===== config.mk =====
export PLATFORM = sky130hd
export DESIGN_NAME = ocr_box_region_filter_top
export DESIGN_NICKNAME = d
export VERILOG_FILES = /design/src/rtl/core/ocr_brf_pkg.sv /design/src/rtl/core/ocr_brf_cfg.sv /design/src/rtl/core/ocr_brf_track.sv /design/src/rtl/core/ocr_brf_hit.sv /design/src/rtl/core/ocr_box_region_filter_top.sv
export VERILOG_INCLUDE_DIRS = /design/src /design/src/rtl/core
export SDC_FILE = /design/constraint.sdc
export NUM_CORES = 1
export LEC_CHECK = 0
export ABC_AREA = 0
export BUFFER_PORTS_ARGS = -buffer_cell sky130_fd_sc_hd__buf_2
export CAP_MARGIN = 10
export CORE_MARGIN = 10
export CORE_UTILIZATION = 55
export CTS_BUF_LIST = sky130_fd_sc_hd__clkbuf_4 sky130_fd_sc_hd__clkbuf_8
export DETAILED_ROUTE_END_ITERATION = 10
export PLACE_DENSITY = 0.8
export SLEW_MARGIN = 20
export SYNTH_ARGS = -nofsm -noshare
export SYNTH_HDL_FRONTEND = slang
export SYNTH_HIERARCHICAL = 1
export SYNTH_SLANG_ARGS = --single-unit

===== constraint.sdc =====
create_clock -name i_clk -period 5.3 [get_ports i_clk]
set_input_delay 0.53 -clock i_clk [delete_from_list [all_inputs] [get_ports i_clk]]
set_output_delay 0.53 -clock i_clk [all_outputs]
set_load 0.03 [all_outputs]

===== src/rtl/core/ocr_box_region_filter_top_defines.svh =====
// Assertion macros for the OCR box region filter.
// Included by every RTL file that carries assertions; compiles to nothing for synthesis.
`ifndef OCR_BOX_REGION_FILTER_TOP_DEFINES_SVH
`define OCR_BOX_REGION_FILTER_TOP_DEFINES_SVH
`ifndef SYNTHESIS
// Checked only out of reset.
`define OBRF_ASSERT(lbl, prop) \
    lbl: assert property (@(posedge i_clk) disable iff (!i_rst_n) prop) \
        else $error("ocr_brf assertion failed");
// Checked at every edge, reset included.
`define OBRF_ASSERT_ALWAYS(lbl, prop) \
    lbl: assert property (@(posedge i_clk) prop) \
        else $error("ocr_brf assertion failed");
`else
`define OBRF_ASSERT(lbl, prop)
`define OBRF_ASSERT_ALWAYS(lbl, prop)
`endif
`endif


===== src/rtl/core/ocr_brf_pkg.sv =====
// Shared types and constants of the OCR box region filter.
// No dependencies; imported by every module of the block.
`default_nettype none

package ocr_brf_pkg;

    localparam int unsigned MAX_LETTERS = 1048576;
    localparam int unsigned COORD_BITS  = 16;
    localparam int unsigned LETTER_BITS = $clog2(MAX_LETTERS);
    localparam int unsigned END_BITS    = LETTER_BITS + 1;

    localparam int unsigned IN_DATA_BITS  = ((4 * COORD_BITS + 7) / 8) * 8;
    localparam int unsigned OUT_DATA_BITS = ((LETTER_BITS + END_BITS + 7) / 8) * 8;
    localparam int unsigned IN_USER_BITS  = 3;
    localparam int unsigned CFG_IDX_BITS  = 3;

    // tuser bit positions on the input stream
    localparam int unsigned USER_SPATIAL  = 0;
    localparam int unsigned USER_WORD_END = 1;
    localparam int unsigned USER_DOC_START = 2;

    // configuration register indexes
    localparam logic [CFG_IDX_BITS-1:0] CFG_REGION_LEFT   = 3'd0;
    localparam logic [CFG_IDX_BITS-1:0] CFG_REGION_TOP    = 3'd1;
    localparam logic [CFG_IDX_BITS-1:0] CFG_REGION_RIGHT  = 3'd2;
    localparam logic [CFG_IDX_BITS-1:0] CFG_REGION_BOTTOM = 3'd3;
    localparam logic [CFG_IDX_BITS-1:0] CFG_INCL_BOUNDARY = 3'd4;
    localparam logic [CFG_IDX_BITS-1:0] CFG_RESOLUTION    = 3'd5;

    // resolution codes; the unused fourth code behaves as line mode
    localparam logic [1:0] RES_CHAR = 2'd0;
    localparam logic [1:0] RES_WORD = 2'd1;
    localparam logic [1:0] RES_LINE = 2'd2;

    typedef logic [COORD_BITS-1:0]  t_coord;
    typedef logic [LETTER_BITS-1:0] t_index;
    typedef logic [END_BITS-1:0]    t_end;

    typedef struct packed {
        t_coord left;
        t_coord top;
        t_coord right;
        t_coord bottom;
    } t_box;

    typedef struct packed {
        t_box       region;
        logic       include_boundary;
        logic [1:0] resolution;
    } t_cfg;

    typedef struct packed {
        t_box box;
        logic is_spatial;
        logic word_end;
        logic line_end;
        logic doc_start;
    } t_item;

    typedef struct packed {
        logic   emit;
        t_index first;
        t_end   end_idx;
        t_box   box;
    } t_grp_res;

endpackage

`default_nettype wire


===== src/rtl/core/ocr_brf_cfg.sv =====
// Configuration register file of the OCR box region filter.
// Depends on ocr_brf_pkg.
`default_nettype none

module ocr_brf_cfg (
    input  wire logic                                i_clk,
    input  wire logic                                i_rst_n,
    input  wire logic                                i_wr_en,
    input  wire logic [ocr_brf_pkg::CFG_IDX_BITS-1:0] i_wr_index,
    input  wire logic [ocr_brf_pkg::COORD_BITS-1:0]   i_wr_data,
    output ocr_brf_pkg::t_cfg                         o_cfg
);
    import ocr_brf_pkg::*;

    t_cfg r_cfg;

    always_ff @(posedge i_clk) begin
        if (!i_rst_n) begin
            r_cfg.region.left      <= '0;
            r_cfg.region.top       <= '0;
            r_cfg.region.right     <= '1;
            r_cfg.region.bottom    <= '1;
            r_cfg.include_boundary <= 1'b1;
            r_cfg.resolution       <= RES_CHAR;
        end else if (i_wr_en) begin
            unique case (i_wr_index)
                CFG_REGION_LEFT:   r_cfg.region.left      <= i_wr_data;
                CFG_REGION_TOP:    r_cfg.region.top       <= i_wr_data;
                CFG_REGION_RIGHT:  r_cfg.region.right     <= i_wr_data;
                CFG_REGION_BOTTOM: r_cfg.region.bottom    <= i_wr_data;
                CFG_INCL_BOUNDARY: r_cfg.include_boundary <= i_wr_data[0];
                CFG_RESOLUTION:    r_cfg.resolution       <= i_wr_data[1:0];
                default: begin
                    // drop writes beyond the register list
                end
            endcase
        end
    end

    assign o_cfg = r_cfg;

endmodule

`default_nettype wire


===== src/rtl/core/ocr_brf_track.sv =====
// Letter numbering and group tracking: letter counter, open-group union box and start.
// Depends on ocr_brf_pkg and the assertion macro header.
`default_nettype none
`include "ocr_box_region_filter_top_defines.svh"

module ocr_brf_track (
    input  wire logic               i_clk,
    input  wire logic               i_rst_n,
    input  wire ocr_brf_pkg::t_item i_item,
    input  wire logic               i_adv,
    input  wire logic [1:0]         i_resolution,
    output ocr_brf_pkg::t_grp_res   o_res
);
    import ocr_brf_pkg::*;

    localparam t_index LAST_INDEX = LETTER_BITS'(MAX_LETTERS - 1);

    t_index r_count, n_count;
    t_index r_start, n_start;
    logic   r_open,  n_open;
    t_box   r_gbox,  n_gbox;

    t_index   idx;
    logic     open_cur;
    logic     closes;
    t_box     merged;
    t_grp_res res;

    always_comb begin
        // document start clears the counter and drops any open group first
        idx      = i_item.doc_start ? '0 : r_count;
        open_cur = i_item.doc_start ? 1'b0 : r_open;
        closes   = (i_resolution == RES_WORD) ? i_item.word_end : i_item.line_end;

        if (open_cur) begin
            merged.left   = (i_item.box.left < r_gbox.left)     ? i_item.box.left   : r_gbox.left;
            merged.top    = (i_item.box.top < r_gbox.top)       ? i_item.box.top    : r_gbox.top;
            merged.right  = (i_item.box.right > r_gbox.right)   ? i_item.box.right  : r_gbox.right;
            merged.bottom = (i_item.box.bottom > r_gbox.bottom) ? i_item.box.bottom : r_gbox.bottom;
        end else begin
            merged = i_item.box;
        end

        n_count = (idx == LAST_INDEX) ? '0 : idx + 1'b1;
        n_start = r_start;
        n_open  = open_cur;
        n_gbox  = r_gbox;

        res.emit    = 1'b0;
        res.first   = idx;
        res.end_idx = {1'b0, idx} + 1'b1;
        res.box     = i_item.box;

        if (i_item.is_spatial) begin
            if (i_resolution == RES_CHAR) begin
                res.emit = 1'b1;
            end else begin
                n_gbox  = merged;
                n_start = open_cur ? r_start : idx;
                n_open  = !closes;
                res.emit  = closes;
                res.first = n_start;
                res.box   = merged;
            end
        end
    end

    always_ff @(posedge i_clk) begin
        if (!i_rst_n) begin
            r_count <= '0;
            r_start <= '0;
            r_open  <= 1'b0;
        end else if (i_adv) begin
            r_count <= n_count;
            r_start <= n_start;
            r_open  <= n_open;
        end
    end

    always_ff @(posedge i_clk) begin
        if (i_adv) begin
            r_gbox <= n_gbox;
        end
    end

    assign o_res = res;

    `OBRF_ASSERT(a_doc_start_count, i_adv && i_item.doc_start |=> r_count == t_index'(1))
    `OBRF_ASSERT(a_char_range_one, i_adv && res.emit && i_resolution == RES_CHAR |-> res.end_idx == {1'b0, res.first} + 1'b1)
    `OBRF_ASSERT(a_close_clears_open, i_adv && res.emit && i_resolution != RES_CHAR |=> !r_open)

endmodule

`default_nettype wire


===== src/rtl/core/ocr_brf_hit.sv =====
// Region test: overlap, or full containment when boundary letters are excluded.
// Depends on ocr_brf_pkg.
`default_nettype none

module ocr_brf_hit (
    input  wire ocr_brf_pkg::t_box i_box,
    input  wire ocr_brf_pkg::t_cfg i_cfg,
    output logic                   o_hit
);
    import ocr_brf_pkg::*;

    logic apart;
    logic contained;

    always_comb begin
        apart     = (i_cfg.region.left >= i_box.right) || (i_cfg.region.top >= i_box.bottom) ||
                    (i_cfg.region.right <= i_box.left) || (i_cfg.region.bottom <= i_box.top);
        contained = (i_box.right <= i_cfg.region.right) && (i_box.left >= i_cfg.region.left) &&
                    (i_box.top >= i_cfg.region.top) && (i_box.bottom <= i_cfg.region.bottom);
        o_hit     = !apart && (i_cfg.include_boundary || contained);
    end

endmodule

`default_nettype wire


===== src/rtl/core/ocr_box_region_filter_top.sv =====
// OCR box region filter, top level: stream ports, input register, result register.
// Depends on ocr_brf_pkg, ocr_brf_cfg, ocr_brf_track, ocr_brf_hit and the macro header.
//
// Takes one OCR letter per clock while the output is not stalled, and numbers letters
// from 0 (doc_start restarts at 0). Each letter passes an input register and a result
// register; a new letter can be taken while the one before is in the input register.
// The group update (union box, counter) between them is combinational; a stalled
// output holds one result while one more letter waits in the input register. In
// character mode every spatial letter gives one result; in word or line mode a result is
// given when an end mark falls on a spatial letter. Non-spatial letters are counted only.
// The user must write configuration only while no letter is in flight (not enforced here).
`default_nettype none
`include "ocr_box_region_filter_top_defines.svh"

module ocr_box_region_filter_top (
    input  wire logic                                    i_clk,
    input  wire logic                                    i_rst_n,
    // input letters
    input  wire logic                                    i_s_axis_tvalid,
    output logic                                         o_s_axis_tready,
    // box_left, box_top, box_right, box_bottom
    input  wire logic [ocr_brf_pkg::IN_DATA_BITS-1:0]    i_s_axis_tdata,
    // is_spatial, word_end, doc_start
    input  wire logic [ocr_brf_pkg::IN_USER_BITS-1:0]    i_s_axis_tuser,
    // line_end
    input  wire logic                                    i_s_axis_tlast,
    // results
    output logic                                         o_m_axis_tvalid,
    input  wire logic                                    i_m_axis_tready,
    // range_first, range_end, zero fill
    output logic [ocr_brf_pkg::OUT_DATA_BITS-1:0]        o_m_axis_tdata,
    // hit
    output logic                                         o_m_axis_tuser,
    // configuration writes
    input  wire logic                                    i_cfg_valid,
    output logic                                         o_cfg_ready,
    input  wire logic [ocr_brf_pkg::CFG_IDX_BITS-1:0]    i_cfg_index,
    input  wire logic [ocr_brf_pkg::COORD_BITS-1:0]      i_cfg_data
);
    import ocr_brf_pkg::*;

    localparam int unsigned PAD_BITS = OUT_DATA_BITS - LETTER_BITS - END_BITS;

    t_cfg     cfg;
    t_item    in_item;
    t_grp_res grp;
    logic     grp_hit;

    logic   r_in_valid, n_in_valid;
    t_item  r_in_item;
    logic   r_out_valid, n_out_valid;
    t_index r_out_first;
    t_end   r_out_end;
    logic   r_out_hit;

    logic out_free;
    logic adv;
    logic in_acc;

    assign o_cfg_ready = 1'b1;

    ocr_brf_cfg u_cfg (
        .i_clk      (i_clk),
        .i_rst_n    (i_rst_n),
        .i_wr_en    (i_cfg_valid),
        .i_wr_index (i_cfg_index),
        .i_wr_data  (i_cfg_data),
        .o_cfg      (cfg)
    );

    always_comb begin
        in_item.box.left   = i_s_axis_tdata[0*COORD_BITS +: COORD_BITS];
        in_item.box.top    = i_s_axis_tdata[1*COORD_BITS +: COORD_BITS];
        in_item.box.right  = i_s_axis_tdata[2*COORD_BITS +: COORD_BITS];
        in_item.box.bottom = i_s_axis_tdata[3*COORD_BITS +: COORD_BITS];
        in_item.is_spatial = i_s_axis_tuser[USER_SPATIAL];
        in_item.word_end   = i_s_axis_tuser[USER_WORD_END];
        in_item.line_end   = i_s_axis_tlast;
        in_item.doc_start  = i_s_axis_tuser[USER_DOC_START];
    end

    // advance the held item whenever the result slot is free or draining
    assign out_free        = !r_out_valid || i_m_axis_tready;
    assign adv             = r_in_valid && out_free;
    assign o_s_axis_tready = !r_in_valid || out_free;
    assign in_acc          = i_s_axis_tvalid && o_s_axis_tready;

    always_comb begin
        n_in_valid = r_in_valid;
        if (in_acc) begin
            n_in_valid = 1'b1;
        end else if (adv) begin
            n_in_valid = 1'b0;
        end

        n_out_valid = r_out_valid;
        if (adv) begin
            n_out_valid = grp.emit;
        end else if (i_m_axis_tready) begin
            n_out_valid = 1'b0;
        end
    end

    always_ff @(posedge i_clk) begin
        if (!i_rst_n) begin
            r_in_valid  <= 1'b0;
            r_out_valid <= 1'b0;
        end else begin
            r_in_valid  <= n_in_valid;
            r_out_valid <= n_out_valid;
        end
    end

    always_ff @(posedge i_clk) begin
        if (in_acc) begin
            r_in_item <= in_item;
        end
        if (adv && grp.emit) begin
            r_out_first <= grp.first;
            r_out_end   <= grp.end_idx;
            r_out_hit   <= grp_hit;
        end
    end

    ocr_brf_track u_track (
        .i_clk        (i_clk),
        .i_rst_n      (i_rst_n),
        .i_item       (r_in_item),
        .i_adv        (adv),
        .i_resolution (cfg.resolution),
        .o_res        (grp)
    );

    ocr_brf_hit u_hit (
        .i_box (grp.box),
        .i_cfg (cfg),
        .o_hit (grp_hit)
    );

    assign o_m_axis_tvalid = r_out_valid;
    assign o_m_axis_tdata  = {{PAD_BITS{1'b0}}, r_out_end, r_out_first};
    assign o_m_axis_tuser  = r_out_hit;

    `OBRF_ASSERT_ALWAYS(a_stall_means_held, !o_s_axis_tready |-> r_in_valid && r_out_valid)
    `OBRF_ASSERT(a_accept_loads_stage, in_acc |=> r_in_valid)
    `OBRF_ASSERT(a_result_from_item, $rose(r_out_valid) |-> $past(r_in_valid))
    `OBRF_ASSERT(a_result_held_on_stall, r_out_valid && !i_m_axis_tready |=> r_out_valid && $stable(r_out_first))

endmodule

`default_nettype wire


==> impl_metrics.py, run 1 <==
metrics = {
    "drt": {
        "detail_route.drc_violations": 0,
        "avgRoutedWirePerCell_um": 19.1,
        "initialDrtViolationCount": 858,
        "drtAntennaViolNets": 0,
        "route.detailed.vias_per_inst": 5.67,
        "routed_wirelength_um": 41400,
        "drt_pre_antenna_iters": 5,
        "via_count": 12300,
    },
    "setup_path": {
        "arrival_ps": 5320,
        "worst_r2r_startpoint": "r_in_item[19]$_DFFE_PP_",
        "regToRegEndpoint": "o_m_axis_tuser$_DFFE_PP_",
        "timing.critical_path.from_type": "flop",
        "path_max_fanout": 16,
        "timing.critical_path.to_type": "flop",
        "setup.reg_to_reg.worst_slack_ps": 440,
        "rr_worst_depth": 15,
        "worst-setup-path-type": "reg2reg",
        "crit_required_ps": 5750,
    },
    "worst_hold_path": {
        "min_delay_worst_endpoint": "r_in_item[27]$_DFFE_PP_",
        "min-delay-path-class": "in2reg",
        "launch_instance_of_the_worst_min_delay_path": "i_s_axis_tdata[39]",
        "whs_path_depth": 1,
    },
    "layout": {
        "num-nets-final": 2015,
        "finalInstanceArea_um2": 18900,
        "area_growth_pct": 11.9,
        "final_core_utilization_pct": 62.0,
        "fillers": 2451,
        "layout.cells.most_common_list": "sky130_fd_sc_hd__inv_1 (200), sky130_fd_sc_hd__ha_1 (191), sky130_fd_sc_hd__edfxtp_1 (174), sky130_fd_sc_hd__nand2_1 (143), sky130_fd_sc_hd__buf_2 (134)",
        "final_common_cell": "sky130_fd_sc_hd__inv_1",
        "layout-drive-gt1-share_pct": 21.9,
    },
    "sta": {
        "timing.max_slew.rel_slack_pct": 29.7,
        "final.setup.tns_ps": 0,
        "final_period_minus_worst_setup_slack_ps": 4860,
        "report.final.setup_viol": 0,
        "finalHoldViolCount": 0,
        "max_freq_ghz": 0.206,
        "rsz_0062_raised_after_global_routing": "no",
        "min_period_over_period_pct": 91.7,
        "finalMaxSlewViolations": 0,
        "worst_clock_skew_ps": 34.6,
        "worstMarginPinSlew_ps": 1050,
    },
    "floorplan": {
        "die_width_um": 195,
        "boundaryPins": 144,
        "placementRows": 64,
        "die-area_um2": 38100,
        "floorplan.core_area_um2": 30400,
        "initial_utilization_pct": 55.4,
        "die_h_um": 195,
    },
    "logic_synthesis": {
        "synth_enable_flop_cells": 174,
        "ys_async_sr_fraction_pct": 0,
        "synth.ff_latch_count": 284,
        "largest_area_contributor_in_the_netlist": "sky130_fd_sc_hd__edfxtp_1",
        "synth_top_area_share_pct": 31.0,
        "yosysSeqAreaShare_pct": 44.0,
        "synth.top_cells.by_area": "sky130_fd_sc_hd__edfxtp_1 (31%), sky130_fd_sc_hd__ha_1 (14%), sky130_fd_sc_hd__dfxtp_1 (13%), sky130_fd_sc_hd__mux2_2 (8.7%), sky130_fd_sc_hd__inv_1 (4.5%)",
        "synth_flop_cell": "sky130_fd_sc_hd__edfxtp_1",
        "post_synth_num_cell_types": 79,
        "synth.avg_cell_area_um2": 10.6,
        "cell_area_after_synthesis_um2": 16900,
        "yosysWarnings": 6,
        "postSynthCellCount": 1592,
    },
    "grt": {
        "first_pass_grt_wire_length_um": 66100,
        "grt_pass1_vias": 12800,
        "antenna_found_initial": 1,
        "grt_usage_pct": 21.0,
        "global_route_congestion_overflow_total": 0,
        "grt_max_degree": 88,
    },
    "clock_network": {
        "cts-hold-fix-buffers": 0,
        "clock_transition_at_the_register_clock_pins_on_the_worst_setup_and_hold_paths_after_cts_ps": 60,
        "clk-insertion-delay-late_ps": 590,
        "cts.sinks": 284,
        "post-cts-setup-buffer-count": 0,
        "cts_buffer_depth": 3,
        "tritoncts": "done",
        "clk_root_buffer_cell": "sky130_fd_sc_hd__clkbuf_8",
        "post_cts_resize_count": 0,
        "htreeDepth": 2,
        "total_cts_buffers": 48,
    },
    "place": {
        "dp_hpwl_um": 30500,
        "gp_congestion": 0.949,
        "place.port_buffers": 135,
        "placed_cell_area_um2": 17900,
    },
    "power": {
        "power_density_nw_per_um2": 259,
        "post-layout-total-power_mw": 4.88,
        "leakagePower_nw": 8.22,
        "peakVddDrop_uv": 165,
    },
    "run": {
        "maxCapViolations": 0,
    },
    "status": {
        "run_status": "complete, no violations",
    },
}
-- worst max-delay path by stage --
| stage | cells past startpoint | from | to | slack (ps) |
|---|---|---|---|---|
| finish | 15 | r_in_item[19]$_DFFE_PP_ | o_m_axis_tuser$_DFFE_PP_ | 440 |
| global route | 15 | r_in_item[19]$_DFFE_PP_ | o_m_axis_tuser$_DFFE_PP_ | 260 |
| CTS | 15 | r_in_item[19]$_DFFE_PP_ | o_m_axis_tuser$_DFFE_PP_ | 550 |
| detailed placement | 15 | r_in_item[19]$_DFFE_PP_ | o_m_axis_tuser$_DFFE_PP_ | 550 |
| global placement | 15 | r_in_item[17]$_DFFE_PP_ | o_m_axis_tuser$_DFFE_PP_ | 700 |
| floorplan | 2 | o_m_axis_tvalid$_SDFFE_PN0P_ | r_in_item[0]$_DFFE_PP_ | 940 |
-- registers in the layout, indices dropped and copies added (netlist names) --
signal / cells
r_in_item: 68
u_cfg/o_cfg: 67
u_track/r_gbox: 64
r_out_end: 21
r_out_first: 20
u_track/r_count: 20
u_track/r_start: 20
o_m_axis_tuser: 1
o_m_axis_tvalid: 1
r_in_valid: 1
u_track/r_open: 1
-- cells by family (layout without fill, tap and decap cells) --
family	Yosys count	in the layout	share of synthesized area, %
other	2	9	0.0445
flip-flops	284	284	44.0
adder cells (fa/ha/maj)	191	191	14.2
AO/OA/AOI/OAI	226	226	8.77
multiplexers	199	199	12.8
AND/OR/NAND/NOR	408	408	12.8
buffers and inverters	265	438	6.49
XOR/XNOR	17	17	0.883
-- critical path, cell delays in order, from the launching register on --
cell and delay [ps]:
sky130_fd_sc_hd__edfxtp_1 410, sky130_fd_sc_hd__ha_1 360, sky130_fd_sc_hd__nand4_2 140, sky130_fd_sc_hd__nor3_1 70, sky130_fd_sc_hd__or3_1 350, sky130_fd_sc_hd__a2111o_1 480
sky130_fd_sc_hd__a21oi_4 510, sky130_fd_sc_hd__mux2_2 450, sky130_fd_sc_hd__inv_1 70, sky130_fd_sc_hd__ha_1 240, sky130_fd_sc_hd__a21oi_1 150, sky130_fd_sc_hd__o21ai_0 150
sky130_fd_sc_hd__a2111oi_0 480, sky130_fd_sc_hd__a211oi_1 180, sky130_fd_sc_hd__a311oi_1 440, sky130_fd_sc_hd__and4b_1 250
-- power breakdown --
part / total, mW / internal [mW] / leakage (nW) / switching, mW
Clock: 1.98 / 1.08 / 0.528 / 0.893
Combinational: 0.459 / 0.197 / 5.12 / 0.261
Sequential: 2.44 / 2.40 / 2.57 / 0.0438
Total: 4.88 / 3.68 / 8.22 / 1.20
-- metal layers --
metal | track usage, % | wire [um]
met3 | 3.60 | 2120
met5 | 0 | 0
met2 | 35.5 | 19900
met4 | 7.81 | 1320
met1 | 26.5 | 18100
-- through the flow --
stage / hold slack, ps / worst slack, ps / instances
3_3_place_gp: 467 / 699 / 2076
3_5_place_dp: 474 / 554 / 2078
6_report: 117 / 438 / 2168
5_1_grt: 83.6 / 265 / 2168
2_1_floorplan: 451 / 939 / 1598
4_1_cts: 83.1 / 546 / 2167
-- cell usage after synthesis, types with 3 or more instances --
cell type	number
sky130_fd_sc_hd__a21o_1	12
sky130_fd_sc_hd__mux2i_1	69
sky130_fd_sc_hd__ha_1	191
sky130_fd_sc_hd__and4_1	4
sky130_fd_sc_hd__nand2_1	143
sky130_fd_sc_hd__nand3_1	26
sky130_fd_sc_hd__dfxtp_1	110
sky130_fd_sc_hd__xnor2_1	11
sky130_fd_sc_hd__o21ai_0	36
sky130_fd_sc_hd__buf_6	5
sky130_fd_sc_hd__a22oi_1	21
sky130_fd_sc_hd__or3_1	3
sky130_fd_sc_hd__buf_2	9
sky130_fd_sc_hd__nor3_1	14
sky130_fd_sc_hd__nand3b_1	3
sky130_fd_sc_hd__mux2_2	130
sky130_fd_sc_hd__and2_1	4
sky130_fd_sc_hd__and3_1	8
sky130_fd_sc_hd__nand4_1	30
sky130_fd_sc_hd__a32o_1	3
sky130_fd_sc_hd__nand4b_1	4
sky130_fd_sc_hd__nand2b_1	16
sky130_fd_sc_hd__nor2_1	37
sky130_fd_sc_hd__a21oi_2	3
sky130_fd_sc_hd__a31oi_1	4
sky130_fd_sc_hd__o211ai_1	7
sky130_fd_sc_hd__or4_1	3
sky130_fd_sc_hd__xor2_1	6
sky130_fd_sc_hd__a21oi_1	82
sky130_fd_sc_hd__nor3b_1	3
sky130_fd_sc_hd__inv_1	200
sky130_fd_sc_hd__a2111oi_0	4
sky130_fd_sc_hd__clkbuf_1	38
sky130_fd_sc_hd__buf_4	9
sky130_fd_sc_hd__o21a_1	6
sky130_fd_sc_hd__edfxtp_1	174
sky130_fd_sc_hd__nor4_1	6
sky130_fd_sc_hd__a21boi_0	8
sky130_fd_sc_hd__o31a_1	3
sky130_fd_sc_hd__nor2b_1	87
sky130_fd_sc_hd__a211oi_1	10
-- final cells by class --
class | instances | area, um^2 | area share (%)
clock buffer | 77 | 903 | 4.79
multi-input combinational | 1049 | 8410 | 44.5
tap | 396 | 495 | 2.62
inverter | 201 | 754 | 4.00
sequential | 284 | 7430 | 39.3
antenna | 1 | 2.50 | 0.0133
timing repair buffer | 148 | 816 | 4.32
clock inverter | 12 | 68.8 | 0.365
Power figures use the tool's default switching activity.
==> run 2: changes to the inputs <==
--- a/config.mk
+++ b/config.mk
@@ -14,6 +14,7 @@
 export CTS_BUF_LIST = sky130_fd_sc_hd__clkbuf_4 sky130_fd_sc_hd__clkbuf_8
 export DETAILED_ROUTE_END_ITERATION = 10
 export PLACE_DENSITY = 0.8
+export RECOVER_POWER = 100
 export SLEW_MARGIN = 20
 export SYNTH_ARGS = -nofsm -noshare
 export SYNTH_HDL_FRONTEND = slang
==> run 2 against run 1 <==
  * The flow now finishes with violations (capacitance limit, slew limit)
  * Clock skew down 2.1 ps
  * Sequential share of layout area up 0.45 points
  * Combinational power down 2%
  * Critical path type unchanged
  * Via count up 0.37%
  * Register-to-register slack better by 20 ps
  * Routed wire length about the same
  * Critical endpoint unchanged
  * Global-route usage unchanged
  * Critical path depth unchanged
  * Core utilization down 0.71 points
  * Die area unchanged
  * Clock power about the same
  * Final area down 1.1%
  * Highest routed layer unchanged
==> impl_metrics.py, run 2 (synthesis gave the netlist of run 1 again) <==
metrics = {
    "status": {
        "run_status": "complete, but fails checks",
        "violations_in_the_final_reports": "capacitance limit, slew limit",
    },
    "clock_network": {
        "cts.sinks": 284,
        "clk-insertion-delay-late_ps": 590,
        "post_cts_resize_count": 0,
        "cts_buffer_depth": 3,
        "clock_transition_at_the_register_clock_pins_on_the_worst_setup_and_hold_paths_after_cts_ps": 60,
        "htreeDepth": 2,
        "clk_root_buffer_cell": "sky130_fd_sc_hd__clkbuf_8",
        "post-cts-setup-buffer-count": 0,
        "total_cts_buffers": 48,
        "cts-hold-fix-buffers": 0,
        "tritoncts": "done",
    },
    "sta": {
        "final.setup.tns_ps": 0,
        "timing.max_slew.rel_slack_pct": -57.0,
        "finalHoldViolCount": 0,
        "max_freq_ghz": 0.206,
        "rsz_0062_raised_after_global_routing": "no",
        "min_period_over_period_pct": 91.4,
        "final_period_minus_worst_setup_slack_ps": 4850,
        "worstMarginPinSlew_ps": 2360,
        "report.final.setup_viol": 0,
        "worst_clock_skew_ps": 32.5,
        "finalMaxSlewViolations": 294,
    },
    "floorplan": {
        "die_width_um": 195,
        "placementRows": 64,
        "floorplan.core_area_um2": 30400,
        "initial_utilization_pct": 55.4,
        "die_h_um": 195,
        "boundaryPins": 144,
        "die-area_um2": 38100,
    },
    "layout": {
        "final_common_cell": "sky130_fd_sc_hd__inv_1",
        "num-nets-final": 2015,
        "layout.cells.most_common_list": "sky130_fd_sc_hd__inv_1 (200), sky130_fd_sc_hd__ha_1 (191), sky130_fd_sc_hd__edfxtp_1 (174), sky130_fd_sc_hd__nand2_1 (143), sky130_fd_sc_hd__mux2_2 (129)",
        "register_with_the_highest_flop_count": "r_in_item",
        "layout-drive-gt1-share_pct": 18.0,
        "fillers": 2501,
        "area_growth_pct": 10.6,
        "final_core_utilization_pct": 61.3,
        "number_of_flip_flops_under_the_largest_register_name": 68,
    },
    "setup_path": {
        "worst-setup-path-type": "reg2reg",
        "arrival_ps": 5290,
        "path_max_fanout": 16,
        "timing.critical_path.from_type": "flop",
        "crit_required_ps": 5750,
        "timing.critical_path.to_type": "flop",
    },
    "grt": {
        "grt_pass1_vias": 12800,
        "grt_max_degree": 88,
        "grt_usage_pct": 21.0,
        "antenna_found_initial": 1,
        "global_route_congestion_overflow_total": 0,
        "first_pass_grt_wire_length_um": 66100,
    },
    "drt": {
        "routed_wirelength_um": 41400,
        "initialDrtViolationCount": 807,
        "detail_route.drc_violations": 0,
        "route.detailed.vias_per_inst": 5.69,
        "via_count": 12300,
        "drt_pre_antenna_iters": 5,
        "drtAntennaViolNets": 0,
        "avgRoutedWirePerCell_um": 19.1,
    },
    "run": {
        "maxCapViolations": 8,
    },
    "place": {
        "dp_hpwl_um": 30500,
        "place.port_buffers": 135,
        "gp_congestion": 0.949,
    },
    "worst_hold_path": {
        "min-delay-path-class": "in2reg",
    },
    "power": {
        "peakVddDrop_uv": 166,
        "power_density_nw_per_um2": 261,
        "leakagePower_nw": 7.96,
        "post-layout-total-power_mw": 4.87,
    },
}
## run 2: through the flow
stage	std cells	setup slack (ps)	instance area, um^2	hold WS, ps
floorplan	1598	939	16900	451
global placement	2076	699	17800	467
detailed placement	2078	554	17900	474
CTS	2167	546	18900	83.1
global route	2168	280	18700	83.6
finish	2169	453	18700	119
## run 2: layout make-up
cell class / count / area [um^2] / share of cell area (%)
multi-input combinational: 1049 / 8330 / 44.6
sequential: 284 / 7430 / 39.8
clock buffer: 77 / 903 / 4.84
inverter: 201 / 754 / 4.04
timing repair buffer: 148 / 678 / 3.63
tap: 396 / 495 / 2.66
clock inverter: 12 / 68.8 / 0.369
antenna: 2 / 5.00 / 0.0268
## run 2: per-layer routing
layer	routed length, um	track usage (%)	up-vias
met4	1170	7.81	0
met2	20000	35.5	361
met5	0	0	-
met1	17900	26.5	5967
li1	-	-	5930
met3	2380	3.60	84
## run 2: power by group
part	leakage [nW]	internal [mW]	switching [mW]	total [mW]
Sequential	2.57	2.40	0.0435	2.45
Clock	0.528	1.08	0.892	1.98
Combinational	4.86	0.190	0.258	0.448
## run 2: worst paths after layout
| kind | from | to | slack (ps) | cells after the start |
|---|---|---|---|---|
| hold / removal | i_s_axis_tdata[40] | r_in_item[28]$_DFFE_PP_ | 120 | 1 |
| setup reg to reg | r_in_item[19]$_DFFE_PP_ | o_m_axis_tuser$_DFFE_PP_ | 450 | 15 |
| setup / recovery | r_in_item[19]$_DFFE_PP_ | o_m_axis_tuser$_DFFE_PP_ | 450 | 15 |
| hold reg to reg | u_cfg/o_cfg[35]$_SDFFE_PN0P_ | u_cfg/o_cfg[35]$_SDFFE_PN0P_ | 480 | 2 |
## run 2: critical path: stages, from the launching register on
cell and delay [ps]:
sky130_fd_sc_hd__edfxtp_1 410, sky130_fd_sc_hd__ha_1 360, sky130_fd_sc_hd__nand4_2 140, sky130_fd_sc_hd__nor3_1 70, sky130_fd_sc_hd__or3_1 350, sky130_fd_sc_hd__a2111o_1 450
sky130_fd_sc_hd__a21oi_4 500, sky130_fd_sc_hd__mux2_1 460, sky130_fd_sc_hd__inv_1 90, sky130_fd_sc_hd__ha_1 240, sky130_fd_sc_hd__a21oi_1 160, sky130_fd_sc_hd__o21ai_0 160
sky130_fd_sc_hd__a2111oi_0 480, sky130_fd_sc_hd__a211oi_1 190, sky130_fd_sc_hd__a311oi_1 420, sky130_fd_sc_hd__and4b_1 260
